**src/hw/rtl/srp_pkg.sv**
```systemverilog
// Shared types and constants for the shelf rectangle packer.
`default_nettype none

package srp_pkg;

  localparam int DIM_W     = 15;   // rectangle, row and atlas size fields
  localparam int POS_X_W   = 14;
  localparam int ATLAS_H_W = 16;

  localparam logic [DIM_W-1:0] SIZE_RESET = 15'd1024;
  localparam logic [DIM_W-1:0] SIZE_MAX   = 15'd16384;

  typedef struct packed {
    logic [DIM_W-1:0] rect_width;
    logic [DIM_W-1:0] rect_height;
  } in_t;

  typedef struct packed {
    logic [POS_X_W-1:0]   pos_x;
    logic [DIM_W-1:0]     pos_y;
    logic [ATLAS_H_W-1:0] atlas_height;
    logic                 grew;
    logic                 failed;
  } out_t;

  // One shelf of the row table.
  typedef struct packed {
    logic [DIM_W-1:0] y;
    logic [DIM_W-1:0] h;
    logic [DIM_W-1:0] used;
  } row_t;

  localparam int ROW_W = $bits(row_t);

  typedef struct packed {
    logic load;    // capture request, clear scan state
    logic first;   // open row 0 with no checks
    logic scan;    // walk the row table
    logic decide;  // one placement attempt at the current height
  } dp_cmd_t;

  typedef struct packed {
    logic rows_empty;
    logic scan_done;
    logic decide_done;
  } dp_stat_t;

endpackage

`default_nettype wire

```
**src/hw/rtl/srp_ram.sv**
```systemverilog
// Generic single-write, single-read RAM with registered read data.
`default_nettype none

module srp_ram #(
  parameter int WIDTH = 45,
  parameter int DEPTH = 64,
  localparam int AW   = (DEPTH > 1) ? $clog2(DEPTH) : 1
) (
  input  wire logic                 clk,
  input  wire logic                 we,
  input  wire logic [AW-1:0]        waddr,
  input  wire logic [WIDTH-1:0]     wdata,
  input  wire logic [AW-1:0]        raddr,
  output logic      [WIDTH-1:0]     rdata
);

  logic [WIDTH-1:0] mem_r [DEPTH];
  logic [WIDTH-1:0] rdata_r;

  always_ff @(posedge clk) begin
    if (we) begin
      mem_r[waddr] <= wdata;
    end
    rdata_r <= mem_r[raddr];
  end

  assign rdata = rdata_r;

endmodule

`default_nettype wire

```
**src/hw/rtl/srp_ctrl.sv**
```systemverilog
// Controller state machine: sequences load, row scan and placement steps.
`default_nettype none

module srp_ctrl import srp_pkg::*; (
  input  wire logic     clk,
  input  wire logic     rst_n,
  input  wire logic     start,
  output logic          busy,
  output logic          out_valid,
  output dp_cmd_t       cmd,
  input  wire dp_stat_t stat
);

  typedef enum logic [1:0] {
    ST_IDLE,
    ST_FIRST,
    ST_SCAN,
    ST_DECIDE
  } state_t;

  state_t state_r, state_nxt;
  logic   out_valid_r, out_valid_nxt;

  always_comb begin
    state_nxt     = state_r;
    out_valid_nxt = 1'b0;
    cmd           = '0;
    case (state_r)
      ST_IDLE: begin
        if (start) begin
          cmd.load  = 1'b1;
          state_nxt = stat.rows_empty ? ST_FIRST : ST_SCAN;
        end
      end
      ST_FIRST: begin
        cmd.first     = 1'b1;
        out_valid_nxt = 1'b1;
        state_nxt     = ST_IDLE;
      end
      ST_SCAN: begin
        cmd.scan = 1'b1;
        if (stat.scan_done) begin
          state_nxt = ST_DECIDE;
        end
      end
      ST_DECIDE: begin
        cmd.decide = 1'b1;
        // not done means the height was doubled; try again
        if (stat.decide_done) begin
          out_valid_nxt = 1'b1;
          state_nxt     = ST_IDLE;
        end
      end
      default: begin
        state_nxt = ST_IDLE;
      end
    endcase
  end

  always_ff @(posedge clk) begin
    if (!rst_n) begin
      state_r     <= ST_IDLE;
      out_valid_r <= 1'b0;
    end else begin
      state_r     <= state_nxt;
      out_valid_r <= out_valid_nxt;
    end
  end

  assign busy      = (state_r != ST_IDLE);
  assign out_valid = out_valid_r;

endmodule

`default_nettype wire

```
**src/hw/rtl/srp_dp.sv**
```systemverilog
// Datapath: row table, atlas height, scan evaluation and placement choice.
`default_nettype none

module srp_dp import srp_pkg::*; #(
  parameter int MAX_ROWS   = 64,
  parameter int MAX_HEIGHT = 32768
) (
  input  wire logic             clk,
  input  wire logic             rst_n,
  input  wire dp_cmd_t          cmd,
  output dp_stat_t              stat,
  input  wire logic             cfg_we,
  input  wire logic [DIM_W-1:0] cfg_data,
  input  wire in_t              in_item,
  output out_t                  out_item
);

  localparam int CW  = $clog2(MAX_ROWS + 1);
  localparam int IW  = (MAX_ROWS > 1) ? $clog2(MAX_ROWS) : 1;
  localparam int HGW = $clog2(MAX_HEIGHT + 1);
  localparam int CHW = (HGW > DIM_W) ? HGW : DIM_W;
  localparam int SW  = ((CHW > 17) ? CHW : 17) + 2;

  localparam logic [SW-1:0] MAX_H     = SW'(MAX_HEIGHT);
  localparam logic [CW-1:0] ROWS_FULL = CW'(MAX_ROWS);

  function automatic logic [DIM_W-1:0] eff_size(logic [DIM_W-1:0] v);
    logic [DIM_W-1:0] s;
    s = v;
    if (v == '0) begin
      s = DIM_W'(1);
    end else if (v > SIZE_MAX) begin
      s = SIZE_MAX;
    end
    return s;
  endfunction

  // control state
  logic [DIM_W-1:0] aw_r, aw_nxt;
  logic [CHW-1:0]   cur_r, cur_nxt;
  logic [CW-1:0]    count_r, count_nxt;
  logic [CW-1:0]    rd_cnt_r, rd_cnt_nxt;
  logic             ev_valid_r, ev_valid_nxt;
  logic             a_hit_r, a_hit_nxt;
  logic             d_hit_r, d_hit_nxt;
  logic             grew_r, grew_nxt;

  // payload
  logic [CHW-1:0]   start_cur_r, start_cur_nxt;
  logic [DIM_W-1:0] w_r, w_nxt;
  logic [DIM_W-1:0] h_r, h_nxt;
  logic [IW-1:0]    ev_idx_r, ev_idx_nxt;
  logic [IW-1:0]    a_idx_r, a_idx_nxt;
  logic [IW-1:0]    d_idx_r, d_idx_nxt;
  row_t             a_row_r, a_row_nxt;
  row_t             d_row_r, d_row_nxt;
  row_t             last_r, last_nxt;    // copy of the last row
  out_t             out_r, out_nxt;

  logic             ram_we;
  logic [IW-1:0]    ram_waddr;
  row_t             ram_wdata;
  logic [ROW_W-1:0] ram_rdata;
  row_t             ev_row;
  logic             new_row;

  logic [IW-1:0]    last_idx;
  logic [SW-1:0]    ev_sum, lw_sum, ny, dbl;
  logic             a_test, d_test, b_ok, c_ok, over;

  srp_ram #(
    .WIDTH (ROW_W),
    .DEPTH (MAX_ROWS)
  ) u_rows (
    .clk   (clk),
    .we    (ram_we),
    .waddr (ram_waddr),
    .wdata (ram_wdata),
    .raddr (rd_cnt_r[IW-1:0]),
    .rdata (ram_rdata)
  );

  assign ev_row   = row_t'(ram_rdata);
  assign last_idx = IW'(count_r - CW'(1));

  // scan tests: h > floor(3*rh/5) is the same as 5*h > 3*rh
  assign ev_sum = SW'(ev_row.used) + SW'(w_r);
  assign d_test = (h_r < ev_row.h) && (ev_sum < SW'(aw_r));
  assign a_test = d_test &&
                  (((SW'(h_r) << 2) + SW'(h_r)) > ((SW'(ev_row.h) << 1) + SW'(ev_row.h)));

  // grow last row: h < floor(5*lh/3) is the same as 3*h + 3 <= 5*lh
  assign lw_sum = SW'(last_r.used) + SW'(w_r);
  assign b_ok   = (h_r > last_r.h) &&
                  (((SW'(h_r) << 1) + SW'(h_r) + SW'(3)) <=
                   ((SW'(last_r.h) << 2) + SW'(last_r.h))) &&
                  ((SW'(last_r.y) + SW'(h_r)) < SW'(cur_r)) &&
                  (lw_sum < SW'(aw_r));
  assign ny     = SW'(last_r.y) + SW'(last_r.h);
  assign c_ok   = (count_r != ROWS_FULL) && ((ny + SW'(h_r)) < SW'(cur_r));
  assign dbl    = SW'(cur_r) << 1;
  assign over   = dbl > MAX_H;

  always_comb begin
    aw_nxt        = aw_r;
    cur_nxt       = cur_r;
    count_nxt     = count_r;
    rd_cnt_nxt    = rd_cnt_r;
    ev_valid_nxt  = ev_valid_r;
    a_hit_nxt     = a_hit_r;
    d_hit_nxt     = d_hit_r;
    grew_nxt      = grew_r;
    start_cur_nxt = start_cur_r;
    w_nxt         = w_r;
    h_nxt         = h_r;
    ev_idx_nxt    = ev_idx_r;
    a_idx_nxt     = a_idx_r;
    d_idx_nxt     = d_idx_r;
    a_row_nxt     = a_row_r;
    d_row_nxt     = d_row_r;
    last_nxt      = last_r;
    out_nxt       = out_r;
    ram_we        = 1'b0;
    ram_waddr     = '0;
    ram_wdata     = '0;
    new_row       = 1'b0;
    stat          = '0;

    stat.rows_empty = (count_r == '0);
    stat.scan_done  = ev_valid_r && (ev_idx_r == last_idx);

    if (cfg_we) begin
      aw_nxt    = eff_size(cfg_data);
      cur_nxt   = CHW'(eff_size(cfg_data));
      count_nxt = '0;
    end

    if (cmd.load) begin
      w_nxt         = in_item.rect_width;
      h_nxt         = in_item.rect_height;
      start_cur_nxt = cur_r;
      grew_nxt      = 1'b0;
      rd_cnt_nxt    = '0;
      ev_valid_nxt  = 1'b0;
      a_hit_nxt     = 1'b0;
      d_hit_nxt     = 1'b0;
    end

    if (cmd.first) begin
      ram_we         = 1'b1;
      ram_waddr      = '0;
      ram_wdata      = '{y: '0, h: h_r, used: w_r};
      new_row        = 1'b1;
      count_nxt      = CW'(1);
      out_nxt        = '0;
      out_nxt.atlas_height = ATLAS_H_W'(cur_r);
    end

    if (cmd.scan) begin
      // read one row a beat, evaluate the row read the beat before
      ev_valid_nxt = (rd_cnt_r < count_r);
      ev_idx_nxt   = rd_cnt_r[IW-1:0];
      if (rd_cnt_r < count_r) begin
        rd_cnt_nxt = rd_cnt_r + CW'(1);
      end
      if (ev_valid_r) begin
        if (a_test && !a_hit_r) begin
          a_hit_nxt = 1'b1;
          a_idx_nxt = ev_idx_r;
          a_row_nxt = ev_row;
        end
        if (d_test && !d_hit_r) begin
          d_hit_nxt = 1'b1;
          d_idx_nxt = ev_idx_r;
          d_row_nxt = ev_row;
        end
      end
    end

    if (cmd.decide) begin
      stat.decide_done     = 1'b1;
      out_nxt              = '0;
      out_nxt.atlas_height = ATLAS_H_W'(cur_r);
      out_nxt.grew         = grew_r;
      if (a_hit_r) begin
        ram_we        = 1'b1;
        ram_waddr     = a_idx_r;
        ram_wdata     = '{y: a_row_r.y, h: a_row_r.h,
                          used: DIM_W'(SW'(a_row_r.used) + SW'(w_r))};
        out_nxt.pos_x = POS_X_W'(a_row_r.used);
        out_nxt.pos_y = a_row_r.y;
      end else if (b_ok) begin
        ram_we        = 1'b1;
        ram_waddr     = last_idx;
        ram_wdata     = '{y: last_r.y, h: h_r, used: DIM_W'(lw_sum)};
        out_nxt.pos_x = POS_X_W'(last_r.used);
        out_nxt.pos_y = last_r.y;
      end else if (c_ok) begin
        ram_we        = 1'b1;
        ram_waddr     = count_r[IW-1:0];
        ram_wdata     = '{y: DIM_W'(ny), h: h_r, used: w_r};
        new_row       = 1'b1;
        count_nxt     = count_r + CW'(1);
        out_nxt.pos_y = DIM_W'(ny);
      end else if (d_hit_r) begin
        ram_we        = 1'b1;
        ram_waddr     = d_idx_r;
        ram_wdata     = '{y: d_row_r.y, h: d_row_r.h,
                          used: DIM_W'(SW'(d_row_r.used) + SW'(w_r))};
        out_nxt.pos_x = POS_X_W'(d_row_r.used);
        out_nxt.pos_y = d_row_r.y;
      end else if (over) begin
        // give up and undo any doubling done for this request
        cur_nxt              = start_cur_r;
        out_nxt.atlas_height = ATLAS_H_W'(start_cur_r);
        out_nxt.grew         = 1'b0;
        out_nxt.failed       = 1'b1;
      end else begin
        // later attempts need no rescan: the any-row test ignores height
        stat.decide_done = 1'b0;
        cur_nxt          = CHW'(dbl);
        grew_nxt         = 1'b1;
        a_hit_nxt        = 1'b0;
        d_hit_nxt        = 1'b0;
      end
    end

    if (ram_we && (new_row || (ram_waddr == last_idx))) begin
      last_nxt = ram_wdata;
    end
  end

  always_ff @(posedge clk) begin
    if (!rst_n) begin
      aw_r       <= SIZE_RESET;
      cur_r      <= CHW'(SIZE_RESET);
      count_r    <= '0;
      rd_cnt_r   <= '0;
      ev_valid_r <= 1'b0;
      a_hit_r    <= 1'b0;
      d_hit_r    <= 1'b0;
      grew_r     <= 1'b0;
    end else begin
      aw_r       <= aw_nxt;
      cur_r      <= cur_nxt;
      count_r    <= count_nxt;
      rd_cnt_r   <= rd_cnt_nxt;
      ev_valid_r <= ev_valid_nxt;
      a_hit_r    <= a_hit_nxt;
      d_hit_r    <= d_hit_nxt;
      grew_r     <= grew_nxt;
    end
  end

  always_ff @(posedge clk) begin
    start_cur_r <= start_cur_nxt;
    w_r         <= w_nxt;
    h_r         <= h_nxt;
    ev_idx_r    <= ev_idx_nxt;
    a_idx_r     <= a_idx_nxt;
    d_idx_r     <= d_idx_nxt;
    a_row_r     <= a_row_nxt;
    d_row_r     <= d_row_nxt;
    last_r      <= last_nxt;
    out_r       <= out_nxt;
  end

  assign out_item = out_r;

endmodule

`default_nettype wire

```
**src/hw/rtl/shelf_rectangle_packer.sv**
```systemverilog
// Top level of the shelf rectangle packer.
//
// One request at a time: a request is taken when start is high and busy is
// low, and its result shows on out_item for a single cycle with out_valid
// high, in the cycle busy drops; the receiver must take it then, it cannot
// stall. The first request after reset or a configuration write skips the
// row scan. Any other request walks the row table, which sits in a
// single-read-port RAM, one row a cycle, once per request, and then tries
// a placement, once more after each height doubling.
// A write on the cfg channel sets the atlas size and starts an empty atlas;
// cfg_ready is high only while the block is idle and start is low.
`default_nettype none

module shelf_rectangle_packer import srp_pkg::*; #(
  parameter int MAX_ROWS   = 64,
  parameter int MAX_HEIGHT = 32768
) (
  input  wire logic             clk,
  input  wire logic             rst_n,
  input  wire logic             start,
  output logic                  busy,
  input  wire in_t              in_item,
  output logic                  out_valid,
  output out_t                  out_item,
  input  wire logic             cfg_valid,
  output logic                  cfg_ready,
  input  wire logic [DIM_W-1:0] cfg_data
);

  dp_cmd_t  cmd;
  dp_stat_t stat;

  // a request beat wins over a size write in the same cycle
  assign cfg_ready = !busy && !start;

  srp_ctrl u_ctrl (
    .clk       (clk),
    .rst_n     (rst_n),
    .start     (start),
    .busy      (busy),
    .out_valid (out_valid),
    .cmd       (cmd),
    .stat      (stat)
  );

  srp_dp #(
    .MAX_ROWS   (MAX_ROWS),
    .MAX_HEIGHT (MAX_HEIGHT)
  ) u_dp (
    .clk      (clk),
    .rst_n    (rst_n),
    .cmd      (cmd),
    .stat     (stat),
    .cfg_we   (cfg_valid && cfg_ready),
    .cfg_data (cfg_data),
    .in_item  (in_item),
    .out_item (out_item)
  );

endmodule

`default_nettype wire
```
**config.mk**
```make
export PLATFORM = sky130hd
export DESIGN_NAME = shelf_rectangle_packer
export DESIGN_NICKNAME = d
export VERILOG_FILES = /design/src/hw/rtl/srp_pkg.sv /design/src/hw/rtl/srp_ram.sv /design/src/hw/rtl/srp_ctrl.sv /design/src/hw/rtl/srp_dp.sv /design/src/hw/rtl/shelf_rectangle_packer.sv
export SDC_FILE = /design/constraint.sdc
export NUM_CORES = 2
export LEC_CHECK = 0
export BUFFER_PORTS_ARGS = -buffer_cell sky130_fd_sc_hd__buf_4
export CORE_UTILIZATION = 40
export DETAILED_ROUTE_END_ITERATION = 10
export GPL_ROUTABILITY_DRIVEN = 0
export HOLD_SLACK_MARGIN = 0.1
export MAX_ROUTING_LAYER = met4
export PLACE_DENSITY_LB_ADDON = 0.08
export SYNTH_ARGS = -nofsm -noshare
export SYNTH_HDL_FRONTEND = slang
export SYNTH_SLANG_ARGS = --single-unit
```
**constraint.sdc**
```tcl
create_clock -name clk -period 20.8 [get_ports clk]
set_clock_uncertainty 0.2 [all_clocks]
set_input_delay 1.04 -clock clk [delete_from_list [all_inputs] [get_ports clk]]
set_output_delay 1.04 -clock clk [all_outputs]
set_load 0.05 [all_outputs]
```
==> flow_summary.json <==
{
  "yosysWarnings": 0,
  "path_max_fanout": 46,
  "maxCapViolCount": 0,
  "power.density_nw_per_um2": 95.37,
  "synth_nets": 6785,
  "end_kind": "flop",
  "cpPeakStageDelay_ns": 1.14,
  "drcViolationCount": 0,
  "path_clk_slew_ns": 0.06,
  "final_common_cell": "edfxtp_1",
  "n_fill_cell": 27274,
  "synthCells": 6431,
  "layout_common_cells": "3126 x edfxtp_1, 945 x mux4_2, 362 x clkbuf_16",
  "insertion_delay_ns": 0.94,
  "crit_arrival_ns": 10.00,
  "cp_common_cell": "o21ai_0",
  "ys_seq_area_share_pct": 72.60,
  "hp-start": "in_item[0]",
  "synth.largest_area_cell": "edfxtp_1",
  "seqCellArea_um2": 95840,
  "synth-edff-count": 3126,
  "portBuffers": 98,
  "r2r_end": "u_dp.u_rows.mem_r[42][43]",
  "syn_area_um2": 132000,
  "status": "finished, final reports clean",
  "yosysTopAreaCellShare_pct": 71.13,
  "grt_util_all_layers_pct": 23.64,
  "synth-main-ff-cell": "edfxtp_1",
  "pre_cts_slack_ns": 11.04,
  "clockBufferDepth": 4,
  "grt_pass1_vias": 68096,
  "fmax_mhz": 103.6,
  "cts_tree": "done",
  "cp_num_buf_inv": 3,
  "min_period_over_period_pct": 46.39,
  "dieArea_um2": 332200,
  "pin_count": 99,
  "cp_data_required_time_ns": 21.15,
  "firstDrtPassIters": 7,
  "syn_area_per_cell_um2": 20.52,
  "slew_viol_final": 0,
  "placed_cell_area_um2": 139500,
  "timing.setup.tns_ns": 0,
  "num_rows": 210,
  "fin_util_pct": 46.24,
  "cts_max_level": 5,
  "post_cts_buffers": 0,
  "worst_pin_slew_ns": 1.263,
  "synth_adder_area_share_pct": 2.954,
  "multi_input_area_um2": 35410,
  "ir_worst_vdd_mv": 0.06765,
  "synth_seq_cells": 3223,
  "synth_compound_area_share_pct": 3.501,
  "hold_path_class": "input port to flop",
  "crit_type": "flop to flop",
  "vias": 66715,
  "min_to": "u_dp.h_r[0]",
  "synthMuxAreaShare_pct": 16.29,
  "cp_cell_sequence": "ha_1 > inv_1 > fa_1 > nor2b_1 > o21ai_0 > a21boi_0 > o21ai_0 > a21boi_0 > nand3_1 > nor3b_1 > nand4b_1 > xor2_1 > ha_1 > a21o_1 > a211oi_1 > o211ai_1 > o21ai_0 > and4_2 > buf_4 > a21oi_1 > a32oi_2 > nand3_1 > nor2_4 > buf_4",
  "drive_gt1_share_pct": 26.97,
  "synthTopCellsByArea": "edfxtp_1 71%, mux4_2 16%, ha_1 2.8%",
  "nNetsFinal": 7174,
  "synth_top_family_by_area": "multiplexers",
  "drtIter0Drc": 7108,
  "crit_family": "simple AND/OR/NAND/NOR gates",
  "r2r_start": "u_dp.h_r[1]",
  "async_flop_share_pct": 0,
  "max-slew-margin-rel_pct": 15.82,
  "r2r_slack_ns": 11.15,
  "setup_viol": 0,
  "rr_worst_depth": 24,
  "die_h_um": 576.4,
  "slowest_stage": "nor2_4",
  "hpwl_mm": 231.2,
  "worst_hold_slack_ns": 0.1773,
  "stdcell_area_um2": 151500,
  "cts.sink_count": 3223,
  "numCtsBuffers": 353,
  "grt_overflow": 0,
  "routed_wl_mm": 381.2,
  "vias_per_cell": 5.812,
  "min_delay_path_depth": 1,
  "worst_setup_path_start_kind": "flop",
  "final_antenna_net_count": 0,
  "wl_per_cell_um": 33.21,
  "worst_slack_ns": 11.15,
  "start_util_pct": 40.28,
  "rsz0062_at_grt": "no",
  "period_minus_slack_ns": 9.650,
  "antenna_found_initial": 57,
  "core_area_um2": 327700,
  "die-width_um": 576.4,
  "root_buffer": "clkbuf_16",
  "grt_max_degree": 107,
  "synthSimpleGateAreaFrac_pct": 2.295,
  "grt_pass1_wl_mm": 536.8,
  "p_leak_nw": 46.81,
  "finalHoldViolCount": 0,
  "area_growth_syn_to_layout_pct": 14.81,
  "synthXorXnorAreaFrac_pct": 1.115,
  "synth_cell_types": 85
}
-- how the worst max path moves through the flow --
stage                           endpoint  slack (ns)            start  cells past startpoint
2_1_floorplan   u_dp.u_rows.mem_r[34][0]       10.39  u_dp.last_r[15]                     25
3_3_place_gp   u_dp.u_rows.mem_r[42][11]       10.98      u_dp.h_r[1]                     24
3_5_place_dp    u_dp.u_rows.mem_r[42][8]       11.04      u_dp.h_r[1]                     23
4_1_cts        u_dp.u_rows.mem_r[42][43]       11.06      u_dp.h_r[1]                     23
5_1_grt        u_dp.u_rows.mem_r[42][43]       10.46      u_dp.h_r[1]                     26
6_report       u_dp.u_rows.mem_r[42][43]       11.15      u_dp.h_r[1]                     24
-- registers in the layout (all words and copies together), names as in the netlist, 16 cells and up --
signal / flops
u_dp.last_r: 45
u_dp.out_item: 47
u_dp.cur_r: 16
u_dp.start_cur_r: 16
u_dp.u_rows.rdata: 45
u_dp.u_rows.mem_r: 2880
u_dp.d_row_r: 45
u_dp.a_row_r: 45
-- metal layers --
metal	up-vias	track usage, %	part of all wire [%]
met4	0	6.068	2.7
met1	36259	33.11	44
met2	2225	36.57	47
li1	27754	-	-
met5	-	-	0
met3	477	3.314	6.0
-- synthesized netlist by cell type, types with 6 or more instances --
cell type / number
a21oi_1: 201
fa_1: 11
and3_1: 20
ha_1: 294
o31ai_1: 9
mux2i_1: 15
nand3_1: 55
xnor2_1: 119
o21ai_0: 116
o211a_1: 7
dfxtp_1: 97
buf_1: 63
o22ai_1: 9
or2_2: 9
a21o_1: 65
o41ai_1: 6
o211ai_1: 17
and2_1: 8
mux4_2: 945
nand4_1: 22
nor3_1: 40
a311o_1: 8
clkbuf_1: 219
inv_1: 135
nand2_1: 150
nor4_1: 15
nor2b_1: 40
a22oi_1: 20
buf_2: 11
a221o_1: 19
a31o_2: 6
xor2_1: 49
nand2b_1: 24
a211oi_1: 36
a221oi_1: 37
o21bai_1: 30
edfxtp_1: 3126
o21a_1: 23
a31oi_1: 14
or3_1: 16
a211o_1: 11
mux2_2: 6
nor2_1: 229
-- report_power, final --
part           internal [mW]  switching [mW]
Combinational          0.335           0.608
Sequential              7.14          0.0436
Clock                   3.71            2.62
Total                   11.2            3.27
-- area by class of cell --
type | count | area share [%]
Inverter | 137 | 0.3394
Timing Repair Buffer | 330 | 1.716
Clock inverter | 195 | 1.396
Antenna cell | 21 | 0.03468
Tap cell | 4346 | 3.589
Multi-Input combinational cell | 2775 | 23.37
Sequential cell | 3223 | 63.25
Clock buffer | 451 | 6.305
-- repair_timing --
action,CTS,global route
gates resized for setup,0,0
hold buffers,29,0
endpoints found under the hold margin,29,0
-- cell families after synthesis --
family	count (synthesis)
flip-flops	3223
multiplexers	966
AO/OA/AOI/OAI	688
AND/OR/NAND/NOR	648
buffers and inverters	433
adder cells (fa/ha/maj)	305
XOR/XNOR	168
-- per-stage QoR --
step	cells	total power [mW]
after floorplan	6431	7.906
after global placement	10782	8.252
after detailed placement	10782	8.258
after CTS	11457	14.59
after global routing	11472	14.91
final	11478	14.45
Note: power is estimated with default switching activity, not from simulation.
